===== config.mk =====
export PLATFORM = sky130hd
export DESIGN_NAME = rolling_hash_chunk_length_encoder
export DESIGN_NICKNAME = d
export VERILOG_FILES = /design/src/rtl/rhce_pkg.sv /design/src/rtl/rhce_encoder.sv /design/src/rtl/rolling_hash_chunk_length_encoder.sv
export SDC_FILE = /design/constraint.sdc
export NUM_CORES = 1
export LEC_CHECK = 0
export BUFFER_PORTS_ARGS = -buffer_cell sky130_fd_sc_hd__buf_2
export CAP_MARGIN = 20
export CORE_MARGIN = 2
export CORE_UTILIZATION = 62
export CTS_CLUSTER_DIAMETER = 200
export DETAILED_ROUTE_END_ITERATION = 10
export PLACE_DENSITY_LB_ADDON = 0.05
export SYNTH_ARGS = -nofsm -noshare
export SYNTH_HDL_FRONTEND = slang
export SYNTH_SLANG_ARGS = --single-unit

===== constraint.sdc =====
create_clock -name clk -period 6.18 [get_ports clk]
set_input_delay 1.236 -clock clk [delete_from_list [all_inputs] [get_ports clk]]
set_output_delay 1.236 -clock clk [all_outputs]
set_load 0.005 [all_outputs]

===== src/rtl/rhce_pkg.sv =====
// Shared constants and types for the rolling hash chunk length encoder.
`default_nettype none

package rhce_pkg;

    localparam int HASH_WIDTH_DEFAULT = 16;
    localparam int CFG_WIDTH          = 16;
    localparam int CFG_INDEX_WIDTH    = 2;
    localparam int RUN_WIDTH          = 30;
    localparam int MAX_CODE           = 5;
    localparam int CODE_COUNT_WIDTH   = $clog2(MAX_CODE + 1);
    localparam int FIFO_DEPTH         = 8;

    localparam logic [RUN_WIDTH-1:0] RUN_MAX    = 30'd539000895;
    localparam logic [RUN_WIDTH-1:0] LEN_TWO    = 30'd64;
    localparam logic [RUN_WIDTH-1:0] LEN_THREE  = 30'd32832;
    localparam logic [RUN_WIDTH-1:0] LEN_FOUR   = 30'd2129984;

    localparam logic [7:0] SHORT_BASE = 8'd128;
    localparam logic [7:0] THREE_BASE = 8'd192;
    localparam logic [7:0] FOUR_BASE  = 8'd224;
    localparam logic [7:0] END_MARK   = 8'd128;

    localparam logic                 ENABLE_RESET = 1'b1;
    localparam logic [CFG_WIDTH-1:0] MASK_RESET   = 16'd4095;
    localparam logic [CFG_WIDTH-1:0] HIT_RESET    = 16'd2047;

    typedef enum logic [CFG_INDEX_WIDTH-1:0] {
        CFG_ENABLE = 2'd0,
        CFG_MASK   = 2'd1,
        CFG_HIT    = 2'd2
    } cfg_index_t;

    // All code bytes caused by one input word, first byte at index 0.
    typedef struct packed {
        logic [MAX_CODE-1:0][7:0]      bytes;
        logic [CODE_COUNT_WIDTH-1:0]   count;
    } code_rec_t;

endpackage

`default_nettype wire


===== src/rtl/rhce_encoder.sv =====
// Variable-length run code and end marker builder for one input word.
`default_nettype none

module rhce_encoder
    import rhce_pkg::*;
(
    input  logic [RUN_WIDTH-1:0] run_len,
    input  logic                 hit,
    input  logic                 close,
    output code_rec_t            rec
);

    logic [RUN_WIDTH-1:0]        offset;
    logic [RUN_WIDTH-1:0]        diff;
    logic [3:0][7:0]             len_bytes;
    logic [CODE_COUNT_WIDTH-1:0] len_count;
    logic [CODE_COUNT_WIDTH-1:0] pos;

    always_comb
    begin
        if (run_len < LEN_TWO)
        begin
            offset = '0;
        end
        else if (run_len < LEN_THREE)
        begin
            offset = LEN_TWO;
        end
        else if (run_len < LEN_FOUR)
        begin
            offset = LEN_THREE;
        end
        else
        begin
            offset = LEN_FOUR;
        end
        diff = run_len - offset;
    end

    always_comb
    begin
        len_bytes = '0;
        if (run_len < LEN_TWO)
        begin
            len_bytes[0] = diff[7:0] + SHORT_BASE;
            len_count    = CODE_COUNT_WIDTH'(1);
        end
        else if (run_len < LEN_THREE)
        begin
            len_bytes[0] = diff[15:8];
            len_bytes[1] = diff[7:0];
            len_count    = CODE_COUNT_WIDTH'(2);
        end
        else if (run_len < LEN_FOUR)
        begin
            len_bytes[0] = diff[23:16] + THREE_BASE;
            len_bytes[1] = diff[15:8];
            len_bytes[2] = diff[7:0];
            len_count    = CODE_COUNT_WIDTH'(3);
        end
        else
        begin
            len_bytes[0] = {2'b00, diff[29:24]} + FOUR_BASE;
            len_bytes[1] = diff[23:16];
            len_bytes[2] = diff[15:8];
            len_bytes[3] = diff[7:0];
            len_count    = CODE_COUNT_WIDTH'(4);
        end
    end

    always_comb
    begin
        rec = '0;
        pos = '0;
        if (hit)
        begin
            rec.bytes[3:0] = len_bytes;
            pos            = len_count;
        end
        if (close)
        begin
            rec.bytes[pos] = END_MARK;
            rec.count      = pos + CODE_COUNT_WIDTH'(1);
        end
        else
        begin
            rec.count = pos;
        end
    end

endmodule

`default_nettype wire


===== src/rtl/rolling_hash_chunk_length_encoder.sv =====
// Top level of the rolling hash chunk length encoder.
`default_nettype none

// Takes one data word per cycle while data_stall is low; each word goes
// through an input register and a hash/count register, and its code bytes
// (one to five, if any) are then written as one record into an eight-record
// output queue. The output side hands out one code byte per cycle while
// code_stall is low. data_stall rises only when the queue plus the words in
// flight in those two registers would reach eight records. Registers are
// to be written through cfg_write/cfg_index/cfg_data only while idle, which
// the block does not enforce; an index beyond the register list is ignored.
module rolling_hash_chunk_length_encoder
    import rhce_pkg::*;
#(
    parameter int HASH_WIDTH = HASH_WIDTH_DEFAULT
)
(
    input  logic                       clk,
    input  logic                       rst_n,
    input  logic                       cfg_write,
    input  logic [CFG_INDEX_WIDTH-1:0] cfg_index,
    input  logic [CFG_WIDTH-1:0]       cfg_data,
    input  logic                       data_valid,
    output logic                       data_stall,
    input  logic [7:0]                 data_byte,
    input  logic                       close_list,
    output logic                       code_valid,
    input  logic                       code_stall,
    output logic [7:0]                 code_byte,
    output logic                       last_of_run
);

    localparam int PTR_W = $clog2(FIFO_DEPTH);
    localparam int CNT_W = $clog2(FIFO_DEPTH + 1);

    logic                  enable_reg;
    logic [CFG_WIDTH-1:0]  mask_reg;
    logic [CFG_WIDTH-1:0]  hit_reg;

    logic                  s1_valid_reg;
    logic [7:0]            s1_byte_reg;
    logic                  s1_close_reg;

    logic [HASH_WIDTH-1:0] hash_reg;
    logic [HASH_WIDTH-1:0] hash_next;
    logic [RUN_WIDTH-1:0]  run_reg;
    logic [RUN_WIDTH-1:0]  run_inc;
    logic [RUN_WIDTH-1:0]  run_next;
    logic [HASH_WIDTH-1:0] mask_w;
    logic [HASH_WIDTH-1:0] hit_w;
    logic                  hit_now;

    logic                  s2_valid_reg;
    logic                  s2_hit_reg;
    logic                  s2_close_reg;
    logic [RUN_WIDTH-1:0]  s2_len_reg;

    code_rec_t             enc_rec;
    code_rec_t             rec_mem [FIFO_DEPTH];
    code_rec_t             head;
    logic [PTR_W-1:0]      wr_ptr_reg;
    logic [PTR_W-1:0]      rd_ptr_reg;
    logic [CNT_W-1:0]      fill_reg;
    logic [CNT_W-1:0]      fill_next;
    logic [CNT_W:0]        occupancy;
    logic [CODE_COUNT_WIDTH-1:0] byte_idx_reg;

    logic                  data_accept;
    logic                  push;
    logic                  pop;

    // Configuration registers.
    always_ff @(posedge clk or negedge rst_n)
    begin
        if (!rst_n)
        begin
            enable_reg <= ENABLE_RESET;
            mask_reg   <= MASK_RESET;
            hit_reg    <= HIT_RESET;
        end
        else if (cfg_write)
        begin
            unique case (cfg_index)
                CFG_ENABLE: enable_reg <= cfg_data[0];
                CFG_MASK:   mask_reg   <= cfg_data;
                CFG_HIT:    hit_reg    <= cfg_data;
                default:    ;
            endcase
        end
    end

    assign data_accept = data_valid && !data_stall;

    // Input register.
    always_ff @(posedge clk)
    begin
        if (data_accept)
        begin
            s1_byte_reg  <= data_byte;
            s1_close_reg <= close_list;
        end
    end

    assign mask_w    = HASH_WIDTH'(mask_reg);
    assign hit_w     = HASH_WIDTH'(hit_reg);
    assign hash_next = ({hash_reg[HASH_WIDTH-2:0], 1'b0} ^ HASH_WIDTH'(s1_byte_reg)) & mask_w;
    assign hit_now   = (hash_next == hit_w);
    assign run_inc   = (run_reg < RUN_MAX) ? run_reg + RUN_WIDTH'(1) : run_reg;
    assign run_next  = (hit_now || s1_close_reg) ? '0 : run_inc;

    // Hash and run count state, plus the per-word decision register.
    always_ff @(posedge clk or negedge rst_n)
    begin
        if (!rst_n)
        begin
            s1_valid_reg <= 1'b0;
            s2_valid_reg <= 1'b0;
            s2_hit_reg   <= 1'b0;
            s2_close_reg <= 1'b0;
            hash_reg     <= HASH_WIDTH'(HIT_RESET);
            run_reg      <= '0;
        end
        else
        begin
            s1_valid_reg <= data_accept;
            s2_valid_reg <= s1_valid_reg;
            if (s1_valid_reg && enable_reg)
            begin
                hash_reg     <= hash_next;
                run_reg      <= run_next;
                s2_hit_reg   <= hit_now;
                s2_close_reg <= s1_close_reg;
            end
            else
            begin
                s2_hit_reg   <= 1'b0;
                s2_close_reg <= 1'b0;
            end
        end
    end

    always_ff @(posedge clk)
    begin
        if (s1_valid_reg)
        begin
            s2_len_reg <= run_inc;
        end
    end

    rhce_encoder u_encoder
    (
        .run_len (s2_len_reg),
        .hit     (s2_hit_reg),
        .close   (s2_close_reg),
        .rec     (enc_rec)
    );

    assign push = s2_valid_reg && (s2_hit_reg || s2_close_reg);

    // Output record queue.
    always_ff @(posedge clk)
    begin
        if (push)
        begin
            rec_mem[wr_ptr_reg] <= enc_rec;
        end
    end

    assign head        = rec_mem[rd_ptr_reg];
    assign code_valid  = (fill_reg != '0);
    assign code_byte   = head.bytes[byte_idx_reg];
    assign last_of_run = (byte_idx_reg == head.count - CODE_COUNT_WIDTH'(1));
    assign pop         = code_valid && !code_stall && last_of_run;

    always_comb
    begin
        case ({push, pop})
            2'b10:   fill_next = fill_reg + CNT_W'(1);
            2'b01:   fill_next = fill_reg - CNT_W'(1);
            default: fill_next = fill_reg;
        endcase
    end

    always_ff @(posedge clk or negedge rst_n)
    begin
        if (!rst_n)
        begin
            wr_ptr_reg   <= '0;
            rd_ptr_reg   <= '0;
            fill_reg     <= '0;
            byte_idx_reg <= '0;
        end
        else
        begin
            fill_reg <= fill_next;
            if (push)
            begin
                wr_ptr_reg <= wr_ptr_reg + PTR_W'(1);
            end
            if (pop)
            begin
                rd_ptr_reg   <= rd_ptr_reg + PTR_W'(1);
                byte_idx_reg <= '0;
            end
            else if (code_valid && !code_stall)
            begin
                byte_idx_reg <= byte_idx_reg + CODE_COUNT_WIDTH'(1);
            end
        end
    end

    // Reserve a queue slot for every word still in the pipeline.
    assign occupancy  = {1'b0, fill_reg} + (CNT_W + 1)'(s1_valid_reg)
                      + (CNT_W + 1)'(s2_valid_reg);
    assign data_stall = (occupancy >= (CNT_W + 1)'(FIFO_DEPTH));

    a_queue_no_overflow : assert property (@(posedge clk) disable iff (!rst_n)
        push |-> ((fill_reg < CNT_W'(FIFO_DEPTH)) || pop))
        else $error("record written into a full queue");

    a_index_in_record : assert property (@(posedge clk) disable iff (!rst_n)
        code_valid |-> (byte_idx_reg < head.count))
        else $error("code byte index beyond record length");

    a_pop_restarts_index : assert property (@(posedge clk) disable iff (!rst_n)
        pop |=> (byte_idx_reg == '0))
        else $error("byte index not cleared after record pop");

endmodule

`default_nettype wire


==> qor.csv <==
stage,metric,value,unit
outcome,status,"finished, final reports clean",
cts,cts_root_buf,clkbuf_16,
synth,synth_seq_cells,422,
power_and_ir_drop,leakage,6.58,nW
cells_and_area,final_common_cell,edfxtp_1,
route,drt_iter0_markers,795,
route,drc,0,
cells_and_area,largest_reg_flops,288,
worst_setup_path,crit_path_max_fanout,17,
cells_and_area,nets,1311,
global_route,grt_max_degree,61,
sta,fin_tns_setup,0,ns
worst_setup_path,timing.rr.end,rec_mem[4][9],
worst_setup_path,startpoint_type,flip-flop,
synth,synth_edf_count,327,
worst_hold_path,holdPathEnd,hash_reg[2],
worst_setup_path,worst_setup_path_end_kind,flip-flop,
sta,max_freq,195,MHz
die,ios,43,
die,dieWidth,177,um
cts,postCtsSetupRepairBufs,0,
sta,post-route-worst-setup-slack,1.06,ns
worst_setup_path,setup.reg_to_reg.worst_slack,1.06,ns
cells_and_area,final_cell_mix,"edfxtp_1 (327), mux4_2 (88), nand2_1 (79), nor2_1 (60), dfrtp_1 (58)",
worst_hold_path,hp-start,hash_reg[2],
worst_setup_path,r2r_start,s2_len_reg[20],
cts,htreeDepth,2,
placed_design,dp.final_hpwl,23600,um
cells_and_area,post-route-util,0.697,
die,die-height,177,um
cells_and_area,drive_above_1_share,0.234,
worst_hold_path,whs_path_depth,2,
global_route,globalRouteOverflowTotal,0,
route,vias,10471,
die,start_util,0.629,
sta,fin_skew,0.0160,ns
die,rows,63,
cts,clockBufferDepth,3,
cts,ctsResizeCount,0,
power_and_ir_drop,vdd_drop_max,0.279,mV
worst_setup_path,reg2reg_depth,12,
cts,hold_buffers,0,
run,drv_cap,0,
cells_and_area,num-fill-cells,2031,
sta,tightest_slew,1.01,ns
cts,cts_inserted_buffers,43,
global_route,grt_pass1_wl,60000,um
worst_setup_path,required,6.40,ns
route,dr.pass1.iters,5,
die,die-area,31500,um^2
sta,holdWs,0.465,ns
synth,syn_nets,1261,
synth,seq_area_frac_synth,0.657,
route,via_per_inst,6.20,
cts,clock_sinks,422,
synth,yosys_warnings,0,
synth,synthDistinctLibCells,69,
route,wl_per_cell,22.4,um
global_route,grt_usage,0.252,
cts,cts.reportedPaths.clkPinSlew,0.06,ns
die,core_area,29600,um^2
sta,drv_slew,0,
cells_and_area,area_growth,10.8,%
cells_and_area,regArea,12200,um^2
sta,min_period_over_period,0.828,
sta,fin_crit,5.12,ns
sta,setup_viol,0,
synth,syn-instance-count,1213,
worst_setup_path,critPathKind,flip-flop to flip-flop,
global_route,antenna_found_initial,1,
cts,clkLatencyLatePin,0.54,ns
power_and_ir_drop,cellPowerDensity,367,nW/um^2
synth,syn_area_per_cell,15.4,um^2
placed_design,globalplace.congestion,0.926,
sta,rsz0062_at_grt,no,
route,drtAntennaViolNets,0,
placed_design,portBuffers,42,
sta,slew_headroom,0.324,
worst_setup_path,cp_data_arrival_time,5.34,ns
worst_hold_path,hold_class,flip-flop to flip-flop,
synth,synth_area,18600,um^2
cells_and_area,multiInputGateArea,6080,um^2
synth,synth_ff_type,edfxtp_1,
placed_design,dpl_worst_slack,1.16,ns
sta,hold_viol,0,
cts,cts_tree,built,
global_route,grt_pass1_vias,10595,
synth,async_reset_ff_frac,0.225,
route,finalWirelength,37800,um
## cells by family (layout without fill, tap and decap cells)
group | count (synthesis) | count (layout) | share of synthesized area
AO/OA/AOI/OAI | 147 | 147 | 0.0498
XOR/XNOR | 80 | 80 | 0.0376
flip-flops | 422 | 422 | 0.657
multiplexers | 138 | 138 | 0.135
other | 0 | 1 | 0
AND/OR/NAND/NOR | 307 | 307 | 0.0840
adder cells (fa/ha/maj) | 26 | 26 | 0.0169
buffers and inverters | 93 | 177 | 0.0197
## worst max-delay path: stages, from the launching register on
cell      delay [ns]
edfxtp_1        0.46
or4_1           0.61
or2_2           0.34
or3_1           0.61
nor3_4          0.39
inv_1           0.18
ha_1            0.27
ha_1            0.27
a31oi_1         0.34
o21ai_0         0.20
a31oi_1         0.31
nor2_1          0.07
o32ai_1         0.76
## per-stage QoR
step / cell area, um^2 / power (W) / std cells
global placement: 19300 / 0.00520 / 1607
floorplan: 18600 / 0.00474 / 1213
global route: 20700 / 0.00793 / 1687
finish: 20700 / 0.00758 / 1688
detailed placement: 19300 / 0.00523 / 1607
CTS: 20700 / 0.00765 / 1686
## report_power, final
part | internal, W | leakage (nW) | switching [W] | total, W
combinational | 0.000742 | 2.25 | 0.000778 | 0.00152
sequential | 0.00332 | 3.69 | 0.000317 | 0.00364
clock | 0.00139 | 0.646 | 0.00103 | 0.00242
total | 0.00545 | 6.58 | 0.00212 | 0.00758
## Yosys cell counts (19+ instances only)
| cell | number | area (um^2) |
|---|---|---|
| xor2_1 | 29 | 254 |
| xnor2_1 | 51 | 447 |
| mux4_2 | 88 | 1980 |
| or3_1 | 24 | 150 |
| nor3_1 | 19 | 95.1 |
| inv_1 | 35 | 131 |
| a21oi_1 | 26 | 130 |
| dfstp_2 | 35 | 920 |
| mux2_2 | 35 | 394 |
| nor2_1 | 63 | 236 |
| clkbuf_1 | 40 | 150 |
| and3_1 | 19 | 119 |
| edfxtp_1 | 327 | 9820 |
| dfrtp_1 | 60 | 1500 |
| nand3_1 | 38 | 190 |
| nand2_1 | 79 | 297 |
| o21ai_0 | 56 | 280 |
## layer usage
layer / up-vias / wire, um / track usage / part of all wire
met5: - / 34 / 0.00962 / 0.00090
met4: 2 / 788 / 0.0632 / 0.021
met3: 63 / 1960 / 0.0349 / 0.052
met2: 284 / 18600 / 0.409 / 0.49
met1: 5317 / 16400 / 0.366 / 0.43
li1: 4805 / - / - / -
## final cells by class
cell class              instances  area share
multi-input cells             698       0.294
repair buffers                 62      0.0182
inverters                      36     0.00654
well taps                     390      0.0236
clock buffers                  58      0.0553
flip-flops and latches        422       0.593
diodes                          1    0.000121
clock inverters                21     0.00908
## worst max path at each step
stage / slack, ns / to / cells past startpoint / from
2_1_floorplan: 1.18 / rec_mem[0][0] / 5 / s2_close_reg
3_3_place_gp: 1.32 / rec_mem[5][10] / 13 / s2_len_reg[20]
3_5_place_dp: 1.16 / rec_mem[4][9] / 12 / s2_len_reg[20]
4_1_cts: 1.14 / rec_mem[7][10] / 13 / s2_len_reg[20]
5_1_grt: 0.65 / rec_mem[1][9] / 12 / s2_len_reg[20]
6_report: 1.06 / rec_mem[4][9] / 12 / s2_len_reg[20]
No activity file was read; power rests on OpenSTA's default activity.
